--- config.mk ---
export PLATFORM = sky130hd
export DESIGN_NAME = rgb_to_hsv_hsl
export DESIGN_NICKNAME = d
export VERILOG_FILES = /design/src/rtl/core/rth_pkg.sv /design/src/rtl/core/rth_front.sv /design/src/rtl/core/rth_div.sv /design/src/rtl/core/rth_back.sv /design/src/rtl/core/rgb_to_hsv_hsl.sv
export SDC_FILE = /design/constraint.sdc
export NUM_CORES = 2
export LEC_CHECK = 0
export CELL_PAD_IN_SITES_DETAIL_PLACEMENT = 0
export CELL_PAD_IN_SITES_GLOBAL_PLACEMENT = 1
export CORE_MARGIN = 1
export CORE_UTILIZATION = 51
export DETAILED_ROUTE_END_ITERATION = 10
export DONT_BUFFER_PORTS = 1
export PLACE_DENSITY = 0.77
export RECOVER_POWER = 50
export SETUP_SLACK_MARGIN = 0.4
export SYNTH_ARGS = -nofsm -noshare
export SYNTH_HDL_FRONTEND = slang
export SYNTH_SLANG_ARGS = --single-unit
--- constraint.sdc ---
create_clock -name clk -period 8.84 [get_ports clk]
set_input_delay 0.442 -clock clk [delete_from_list [all_inputs] [get_ports clk]]
set_output_delay 0.442 -clock clk [all_outputs]
set_load 0.02 [all_outputs]
--- src/rtl/core/rth_pkg.sv ---
// shared constants, types and lane layout for the rgb to hsv/hsl converter
`timescale 1ns / 1ps
`default_nettype none

package rth_pkg;

  // pixel and result widths
  localparam int PIX_W  = 8;
  localparam int HUE_W  = 9;
  localparam int FRAC_W = 16;

  // divider lanes, both run in lock step
  localparam int LANES    = 2;
  localparam int LANE_HUE = 0;
  localparam int LANE_SAT = 1;

  // fraction scaling: round(num * 2^16 / den) = (num * 2^17 + den) / (2 * den)
  localparam int FRAC_SHIFT = FRAC_W + 1;
  localparam int QUO_W      = FRAC_W + 1;
  localparam int NUM_W      = 26;
  localparam int DEN_W      = 10;

  // front stages, divider stages, output stage
  localparam int PIPE_LAT = QUO_W + 3;

  // constant divisors and hue wrap
  localparam int LVL_DEN_HSV = 255;
  localparam int LVL_DEN_HSL = 510;
  localparam int HUE_FULL    = 360;

  // output_space codes
  localparam logic SPACE_HSV = 1'b0;
  localparam logic SPACE_HSL = 1'b1;

  typedef enum logic [1:0] {
    SECT_RED,
    SECT_GREEN,
    SECT_BLUE
  } sector_t;

  // flags and the level code, which rides along beside the divider
  typedef struct packed {
    logic             neg;
    logic             hue_zero;
    logic             sat_zero;
    logic [QUO_W-1:0] lvl;
  } side_t;

  typedef logic [LANES-1:0][NUM_W-1:0] num_lanes_t;
  typedef logic [LANES-1:0][DEN_W-1:0] den_lanes_t;
  typedef logic [LANES-1:0][QUO_W-1:0] quo_lanes_t;

endpackage

`default_nettype wire

--- src/rtl/core/rth_front.sv ---
// front stages: max/min and sector, then dividend and divisor for each lane, and level
`timescale 1ns / 1ps
`default_nettype none

module rth_front (
  input  wire logic                           clk,
  input  wire logic                           rst,
  input  wire logic                           in_valid,
  input  wire logic [rth_pkg::PIX_W-1:0]      red,
  input  wire logic [rth_pkg::PIX_W-1:0]      green,
  input  wire logic [rth_pkg::PIX_W-1:0]      blue,
  input  wire logic                           output_space,
  output logic                                out_valid,
  output rth_pkg::num_lanes_t                 out_num,
  output rth_pkg::den_lanes_t                 out_den,
  output rth_pkg::side_t                      out_side
);

  // stage 1 registers
  logic                              s1_vld;
  logic [rth_pkg::PIX_W-1:0]         s1_mx;
  logic [rth_pkg::PIX_W-1:0]         s1_mn;
  rth_pkg::sector_t                  s1_sect;
  logic signed [rth_pkg::PIX_W:0]    s1_x;

  // stage 1 logic
  logic [rth_pkg::PIX_W-1:0]         mx0, mn0, mx_next, mn_next;
  rth_pkg::sector_t                  sect_next;
  logic signed [rth_pkg::PIX_W:0]    x_next;
  logic                              r_gt_g;

  always_comb begin
    r_gt_g = red > green;
    mx0    = r_gt_g ? red : green;
    mn0    = r_gt_g ? green : red;
    if (blue > mx0) begin
      mx_next = blue;
      mn_next = mn0;
    end else begin
      mx_next = mx0;
      mn_next = (blue < mn0) ? blue : mn0;
    end
    // ties favor red, then green
    if (mx_next == red) begin
      sect_next = rth_pkg::SECT_RED;
      x_next    = $signed({1'b0, green}) - $signed({1'b0, blue});
    end else if (mx_next == green) begin
      sect_next = rth_pkg::SECT_GREEN;
      x_next    = $signed({1'b0, blue}) - $signed({1'b0, red});
    end else begin
      sect_next = rth_pkg::SECT_BLUE;
      x_next    = $signed({1'b0, red}) - $signed({1'b0, green});
    end
  end

  always_ff @(posedge clk) begin
    if (rst) begin
      s1_vld <= 1'b0;
    end else begin
      s1_vld <= in_valid;
    end
    s1_mx   <= mx_next;
    s1_mn   <= mn_next;
    s1_sect <= sect_next;
    s1_x    <= x_next;
  end

  // stage 2 logic
  localparam int NT_W = 18;

  logic [rth_pkg::PIX_W-1:0]         d;
  logic signed [NT_W-1:0]            xe, de, d120, offs, ntot, nabs;
  logic [NT_W-1:0]                   hue_num;
  logic [rth_pkg::PIX_W:0]           s2;
  logic [rth_pkg::PIX_W-1:0]         dev, hsl_den, sat_den;
  logic [rth_pkg::QUO_W-1:0]         lvl_next;
  rth_pkg::num_lanes_t               num_next;
  rth_pkg::den_lanes_t               den_next;
  rth_pkg::side_t                    side_next;

  always_comb begin
    d    = s1_mx - s1_mn;
    xe   = NT_W'(s1_x);
    de   = NT_W'(d);
    d120 = (de <<< 7) - (de <<< 3);
    case (s1_sect)
      rth_pkg::SECT_RED:   offs = '0;
      rth_pkg::SECT_GREEN: offs = d120;
      rth_pkg::SECT_BLUE:  offs = d120 <<< 1;
      default:             offs = '0;
    endcase
    // 60*x plus sector offset, then 2*|n| + d for round half away
    ntot    = (xe <<< 6) - (xe <<< 2) + offs;
    nabs    = ntot[NT_W-1] ? -ntot : ntot;
    hue_num = {nabs[NT_W-2:0], 1'b0} + NT_W'(d);

    s2      = {1'b0, s1_mx} + {1'b0, s1_mn};
    dev     = (s2 >= (rth_pkg::PIX_W+1)'(rth_pkg::LVL_DEN_HSV))
              ? rth_pkg::PIX_W'(s2 - (rth_pkg::PIX_W+1)'(rth_pkg::LVL_DEN_HSV))
              : rth_pkg::PIX_W'((rth_pkg::PIX_W+1)'(rth_pkg::LVL_DEN_HSV) - s2);
    hsl_den = rth_pkg::PIX_W'(rth_pkg::LVL_DEN_HSV) - dev;

    if (output_space == rth_pkg::SPACE_HSL) begin
      sat_den            = hsl_den;
      side_next.sat_zero = (d == '0);
      // s2/510 rounded: 128*s2 + s2/2, plus one for odd sums or the upper half
      lvl_next = rth_pkg::QUO_W'({s2, 7'b0}) + rth_pkg::QUO_W'(s2[rth_pkg::PIX_W:1])
                 + rth_pkg::QUO_W'(s2[0] | s2[rth_pkg::PIX_W]);
    end else begin
      sat_den            = s1_mx;
      side_next.sat_zero = (s1_mx == '0);
      // mx/255 rounded: 257*mx, plus one for the upper half
      lvl_next = rth_pkg::QUO_W'({s1_mx, s1_mx})
                 + rth_pkg::QUO_W'(s1_mx[rth_pkg::PIX_W-1]);
    end
    side_next.neg      = ntot[NT_W-1];
    side_next.hue_zero = (d == '0);
    side_next.lvl      = lvl_next;

    num_next[rth_pkg::LANE_HUE] = rth_pkg::NUM_W'(hue_num);
    den_next[rth_pkg::LANE_HUE] = rth_pkg::DEN_W'({d, 1'b0});
    num_next[rth_pkg::LANE_SAT] = (rth_pkg::NUM_W'(d) << rth_pkg::FRAC_SHIFT)
                                  + rth_pkg::NUM_W'(sat_den);
    den_next[rth_pkg::LANE_SAT] = rth_pkg::DEN_W'({sat_den, 1'b0});
  end

  always_ff @(posedge clk) begin
    if (rst) begin
      out_valid <= 1'b0;
    end else begin
      out_valid <= s1_vld;
    end
    out_num  <= num_next;
    out_den  <= den_next;
    out_side <= side_next;
  end

endmodule

`default_nettype wire

--- src/rtl/core/rth_div.sv ---
// pipelined restoring divider, one quotient bit per stage, several lanes in lock step
`timescale 1ns / 1ps
`default_nettype none

module rth_div #(
  parameter int LANES = rth_pkg::LANES,
  parameter int NW    = rth_pkg::NUM_W,
  parameter int DW    = rth_pkg::DEN_W,
  parameter int QW    = rth_pkg::QUO_W,
  parameter int SW    = 1
) (
  input  wire logic                             clk,
  input  wire logic                             rst,
  input  wire logic                             in_valid,
  input  wire logic [LANES-1:0][NW-1:0]         in_num,
  input  wire logic [LANES-1:0][DW-1:0]         in_den,
  input  wire logic [SW-1:0]                    in_side,
  output logic                                  out_valid,
  output logic [LANES-1:0][QW-1:0]              out_quo,
  output logic [SW-1:0]                         out_side
);

  // dividend bits above the quotient must already be below the divisor
  logic                          vld  [QW];
  logic [SW-1:0]                 side [QW];
  logic [LANES-1:0][QW-1:0]      acc  [QW];
  logic [LANES-1:0][DW-1:0]      rem  [QW-1];
  logic [LANES-1:0][DW-1:0]      dens [QW-1];

  for (genvar s = 0; s < QW; s++) begin : g_stage
    logic                        vld_in;
    logic [SW-1:0]               side_in;
    logic [LANES-1:0][DW-1:0]    rem_in, den_in, rem_next;
    logic [LANES-1:0][QW-1:0]    acc_in, acc_next;

    if (s == 0) begin : g_first
      always_comb begin
        vld_in  = in_valid;
        side_in = in_side;
        for (int l = 0; l < LANES; l++) begin
          rem_in[l] = DW'(in_num[l][NW-1:QW]);
          acc_in[l] = in_num[l][QW-1:0];
          den_in[l] = in_den[l];
        end
      end
    end else begin : g_rest
      assign vld_in  = vld[s-1];
      assign side_in = side[s-1];
      assign rem_in  = rem[s-1];
      assign acc_in  = acc[s-1];
      assign den_in  = dens[s-1];
    end

    always_comb begin
      logic [DW:0] trial;
      logic        ge;
      for (int l = 0; l < LANES; l++) begin
        trial       = {rem_in[l], acc_in[l][QW-1]};
        ge          = trial >= {1'b0, den_in[l]};
        rem_next[l] = ge ? DW'(trial - {1'b0, den_in[l]}) : DW'(trial);
        acc_next[l] = {acc_in[l][QW-2:0], ge};
      end
    end

    always_ff @(posedge clk) begin
      if (rst) begin
        vld[s] <= 1'b0;
      end else begin
        vld[s] <= vld_in;
      end
      side[s] <= side_in;
      acc[s]  <= acc_next;
    end

    if (s < QW - 1) begin : g_rem
      always_ff @(posedge clk) begin
        rem[s]  <= rem_next;
        dens[s] <= den_in;
      end
    end
  end

  assign out_valid = vld[QW-1];
  assign out_quo   = acc[QW-1];
  assign out_side  = side[QW-1];

endmodule

`default_nettype wire

--- src/rtl/core/rth_back.sv ---
// output stage: hue sign and wrap, fraction clamp, result registers
`timescale 1ns / 1ps
`default_nettype none

module rth_back (
  input  wire logic                             clk,
  input  wire logic                             rst,
  input  wire logic                             in_valid,
  input  wire rth_pkg::quo_lanes_t              in_quo,
  input  wire rth_pkg::side_t                   in_side,
  output logic                                  done,
  output logic [rth_pkg::HUE_W-1:0]             hue,
  output logic [rth_pkg::FRAC_W-1:0]            saturation,
  output logic [rth_pkg::FRAC_W-1:0]            level
);

  logic [rth_pkg::HUE_W-1:0]      hq, hue_next;
  logic [rth_pkg::QUO_W-1:0]      sq, lq;
  logic [rth_pkg::FRAC_W-1:0]     sat_next, lvl_next;

  always_comb begin
    hq = in_quo[rth_pkg::LANE_HUE][rth_pkg::HUE_W-1:0];
    sq = in_quo[rth_pkg::LANE_SAT];
    lq = in_side.lvl;
    if (in_side.hue_zero) begin
      hue_next = '0;
    end else if (in_side.neg && (hq != '0)) begin
      hue_next = rth_pkg::HUE_W'(rth_pkg::HUE_FULL) - hq;
    end else begin
      hue_next = hq;
    end
    // a quotient of exactly 1.0 saturates
    if (in_side.sat_zero) begin
      sat_next = '0;
    end else begin
      sat_next = sq[rth_pkg::QUO_W-1] ? '1 : sq[rth_pkg::FRAC_W-1:0];
    end
    lvl_next = lq[rth_pkg::QUO_W-1] ? '1 : lq[rth_pkg::FRAC_W-1:0];
  end

  always_ff @(posedge clk) begin
    if (rst) begin
      done <= 1'b0;
    end else begin
      done <= in_valid;
    end
    hue        <= hue_next;
    saturation <= sat_next;
    level      <= lvl_next;
  end

endmodule

`default_nettype wire

--- src/rtl/core/rgb_to_hsv_hsl.sv ---
// top level of the rgb to hsv/hsl pixel converter
//
//   channel   signals                               direction  accepted when
//   pixel     start, busy, red, green, blue         in         start && !busy
//   result    done, hue, saturation, level          out        every cycle done is high
//   config    cfg_valid, cfg_ready, cfg_data        in         cfg_valid && cfg_ready
//
// one pixel per clock, results appear in the order the pixels are taken
// latency is set by the 17-stage restoring divider plus two front stages and
// one output stage; hue and saturation quotients run in parallel lanes, level is
// a constant scaling done in the front and rides along with the flags
// busy is always low: the receiver takes each result as it comes, so nothing stalls
// rst is synchronous: it clears all valid bits and sets output_space to hsv
// output_space is to be written only while no pixel is in flight
`timescale 1ns / 1ps
`default_nettype none

module rgb_to_hsv_hsl (
  input  wire logic                             clk,
  input  wire logic                             rst,
  // pixel transaction
  input  wire logic                             start,
  output logic                                  busy,
  input  wire logic [rth_pkg::PIX_W-1:0]        red,
  input  wire logic [rth_pkg::PIX_W-1:0]        green,
  input  wire logic [rth_pkg::PIX_W-1:0]        blue,
  // result transaction
  output logic                                  done,
  output logic [rth_pkg::HUE_W-1:0]             hue,
  output logic [rth_pkg::FRAC_W-1:0]            saturation,
  output logic [rth_pkg::FRAC_W-1:0]            level,
  // output_space register write
  input  wire logic                             cfg_valid,
  output logic                                  cfg_ready,
  input  wire logic                             cfg_data
);

  // output_space: 0 for hsv, 1 for hsl
  logic                         output_space;
  logic                         in_valid;

  // front to divider
  logic                         fr_valid;
  rth_pkg::num_lanes_t          fr_num;
  rth_pkg::den_lanes_t          fr_den;
  rth_pkg::side_t               fr_side;

  // divider to output stage
  logic                         dv_valid;
  rth_pkg::quo_lanes_t          dv_quo;
  logic [$bits(rth_pkg::side_t)-1:0] dv_side;

  // fully pipelined, never holds off a pixel or a register write
  assign busy      = 1'b0;
  assign cfg_ready = 1'b1;
  assign in_valid  = start && !busy;

  always_ff @(posedge clk) begin
    if (rst) begin
      output_space <= rth_pkg::SPACE_HSV;
    end else if (cfg_valid && cfg_ready) begin
      output_space <= cfg_data;
    end
  end

  // max, min, hue sector, then dividends and divisors for hue and saturation, and level
  rth_front u_front (
    .clk          (clk),
    .rst          (rst),
    .in_valid     (in_valid),
    .red          (red),
    .green        (green),
    .blue         (blue),
    .output_space (output_space),
    .out_valid    (fr_valid),
    .out_num      (fr_num),
    .out_den      (fr_den),
    .out_side     (fr_side)
  );

  // two rounded divisions side by side, flags and level ride along
  rth_div #(
    .LANES (rth_pkg::LANES),
    .NW    (rth_pkg::NUM_W),
    .DW    (rth_pkg::DEN_W),
    .QW    (rth_pkg::QUO_W),
    .SW    ($bits(rth_pkg::side_t))
  ) u_div (
    .clk       (clk),
    .rst       (rst),
    .in_valid  (fr_valid),
    .in_num    (fr_num),
    .in_den    (fr_den),
    .in_side   (fr_side),
    .out_valid (dv_valid),
    .out_quo   (dv_quo),
    .out_side  (dv_side)
  );

  // grey and black cases, negative hue wrap, clamp of 1.0
  rth_back u_back (
    .clk        (clk),
    .rst        (rst),
    .in_valid   (dv_valid),
    .in_quo     (dv_quo),
    .in_side    (rth_pkg::side_t'(dv_side)),
    .done       (done),
    .hue        (hue),
    .saturation (saturation),
    .level      (level)
  );

endmodule

`default_nettype wire

==> flow_summary.toml <==
[die]
initial_core_util_pct = 51.60
io_pins = 73
core_area_mm2 = 0.09194
die_h_um = 307
die_area_mm2 = 0.09425
row_count = 111
die_x_um = 307

[detailed_routing]
drcViolationCount = 0
ant_nets = 0
route.vias.total = 28280
wl_um = 80520
drt_first_iter_violations = 1268
wire_per_inst_um = 13.84
via_per_inst = 4.862
first_pass_iters = 5

[synth]
synth_cells = 4400
synth-seq-area-share_pct = 55.99
ys_ff_latch = 1327
yosys-top-cells-count = "dfxtp_1 (1,327), inv_1 (437), ha_1 (357)"
async_flop_share_pct = 0
yosysMostFrequentCell = "dfxtp_1"
synth_area_mm2 = 0.04744
yosysTopAreaCell = "dfxtp_1"
synth.area.top_cells = "dfxtp_1 (56%), ha_1 (9.4%), xnor2_1 (4.0%)"
yosysWarnings = 0
avgSynthCellArea_um2 = 10.78
synth_cell_type_count = 85
synth_edf_count = 0
synth_top_area_share_pct = 55.99
synth-main-ff-cell = "dfxtp_1"
syn-num-nets = 4831

[final_layout]
area_growth_pct = 12.65
drive_gt1_share_pct = 7.238
fin_nets = 4903
diodes = 0
nFillCells = 7794

[worst_setup_path]
r2r_slack_ns = 0.95
path_max_fanout = 9
r2r_cells = 34
cp.required_ns = 9.43
slowest_stage = "ha_1"
worstSetupStartpointType = "register"
arrival_ns = 8.48
reg2reg_from = "u_front.s1_mx[0]$_DFF_P_"
slowest_delay_ns = 0.44
crit_type = "register to register"
cp-end-kind = "register"
r2r-end = "u_front.out_num[10]$_DFF_P_"

[grt]
grt_pass1_wl_um = 136200
antenna_found_initial = 0
grt_max_degree = 33
grt_pass1_vias = 28220
grt.overflow.total = 0
grt_util_all_layers_pct = 17.61

[clock_network]
ctsHtreeMaxLevel = 4
cts_sinks = 1327
worstSkewPairLatency_ns = 0.73
cts_tree = "done"
clk_pin_slew_ns = 0.07
cts_buffers = 130
cts_buffer_depth = 3
cts_root_buffer = "clkbuf_16"

[run]
maxCapViolCount = 0

[worst_hold_path]
hp-class = "primary input to register"
min_from = "green[7]"
hold_path_depth = 4
hold_end = "u_front.s1_x[8]$_DFF_P_"

[timing]
final-hold-violation-count = 0
finalMaxSlewViolations = 0
tightestPinTransition_ns = 1.100
rsz0062_at_grt = "false"
slew_headroom_pct = 25.73
setup_viol = 0
finalCritPeriodShare_pct = 89.31
tns_ns = 0
finalClockSkew_ns = 0.01860
max_freq_mhz = 126.7
fin_crit_ns = 7.895

[placement]
place_congestion = 0.8477
dp_hpwl_um = 58330
port_buffers = 0

[status]
status = "complete, no violations"
registers in the layout, summed over array words and instances (netlist names):
name / count
u_div.dens: 189
u_back.done: 1
u_front.out_den: 12
output_space: 1
u_front.s1_mx: 8
u_div.side: 340
u_div.acc: 347
u_front.out_num: 19
u_back.saturation: 16
u_back.level: 16
u_front.s1_vld: 1
u_front.out_side: 20
u_back.hue: 9
u_div.rem: 311
u_div.vld: 17
u_front.s1_x: 9
u_front.out_valid: 1
u_front.s1_mn: 8
u_front.s1_sect: 2
cell usage in the layout (no fill, tap or decap), types with 7 or more instances in the layout:
cell / count
a211o_1: 8
xor2_1: 75
nor4_1: 11
a21o_1: 218
nand2_1: 77
nor2_1: 356
clkbuf_1: 22
a221oi_1: 23
dfxtp_1: 1327
buf_4: 8
or3_1: 12
o21bai_1: 22
a21oi_1: 318
mux2i_1: 24
or4_1: 23
ha_1: 357
o21a_1: 12
nor3_1: 51
fa_1: 45
a31oi_1: 23
nand3_1: 52
mux2_2: 58
clkbuf_16: 130
nand4_1: 58
a21boi_0: 9
and3_1: 13
nor2b_1: 96
xnor2_1: 212
a41oi_1: 13
and2_1: 19
bufinv_16: 12
clkbuf_8: 25
o21ai_0: 141
dlygate4sd3_1: 30
nand2b_1: 92
clkinv_2: 20
inv_16: 7
or2_2: 20
inv_1: 437
metrics by stage:
stage / setup WS [ns] / hold slack (ns) / cell area (um^2) / std cells / utilization (%)
final: 0.9452 / 0.08355 / 53450 / 5816 / 58.13
after floorplan: 1.194 / 0.3096 / 47440 / 4400 / -
after CTS: 0.5443 / 0.01233 / 53420 / 5815 / 58.10
after global placement: 0.6885 / 0.3098 / 48660 / 5552 / 52.92
after detailed placement: 0.6259 / 0.3121 / 48660 / 5552 / 52.92
after global routing: 0.4237 / 0.06890 / 53450 / 5816 / 58.13
worst max-delay path: cells and delay by family (launching register included):
family,cells,cell delay [ns]
flip-flops,1,0.38
buffers and inverters,4,0.38
adder cells (fa/ha/maj),7,2.28
XOR/XNOR,5,0.95
AND/OR/NAND/NOR,4,0.84
AO/OA/AOI/OAI,14,2.88
worst max path at each step:
stage	startpoint	end	slack, ns	cells past startpoint
CTS	u_front.s1_mx[0]$_DFF_P_	u_front.out_num[10]$_DFF_P_	0.54	34
detailed placement	u_front.s1_mx[0]$_DFF_P_	u_front.out_num[10]$_DFF_P_	0.63	34
global placement	u_front.s1_mx[0]$_DFF_P_	u_front.out_num[10]$_DFF_P_	0.69	34
global route	u_front.s1_mx[0]$_DFF_P_	u_front.out_num[10]$_DFF_P_	0.42	34
finish	u_front.s1_mx[0]$_DFF_P_	u_front.out_num[10]$_DFF_P_	0.95	34
floorplan	u_front.s1_mx[0]$_DFF_P_	u_front.out_num[10]$_DFF_P_	1.19	36
per-layer routing:
metal  global-route usage, %  share of wire (%)
met3                   3.859                4.4
met4                   6.768                3.0
met5                       0                  0
met1                   22.20                 47
met2                   29.38                 46
cell type report:
class | count | area, um^2 | area share, %
Clock buffer | 177 | 3680 | 6.885
Clock inverter | 56 | 779.5 | 1.459
Inverter | 439 | 1648 | 3.083
Multi-Input combinational cell | 2536 | 18860 | 35.28
Sequential cell | 1327 | 26570 | 49.71
Tap cell | 1243 | 1555 | 2.910
Timing Repair Buffer | 38 | 360.3 | 0.6742
what timing repair did:
| action | 4_1_cts | 5_1_grt |
|---|---|---|
| gates resized for setup | 0 | 4 |
| setup endpoints to repair | 0 | 10 |
| endpoints found under the hold margin | 37 | 0 |
| buffers inserted | 0 | 1 |
| hold buffers | 30 | 0 |
kinds of logic (layout without fill, tap and decap cells):
kind of cell	count (synthesis)	in the layout	share of synthesized area [%]
AO/OA/AOI/OAI	853	853	11.43
buffers and inverters	537	710	4.312
AND/OR/NAND/NOR	904	904	9.594
flip-flops	1327	1327	55.99
other	2	2	0.01583
adder cells (fa/ha/maj)	403	403	11.33
multiplexers	82	82	1.883
XOR/XNOR	292	292	5.438
Power is left out: the tool's default activity adds up to more than one toggle a clock period on the data nets, which glitch-free logic cannot reach.
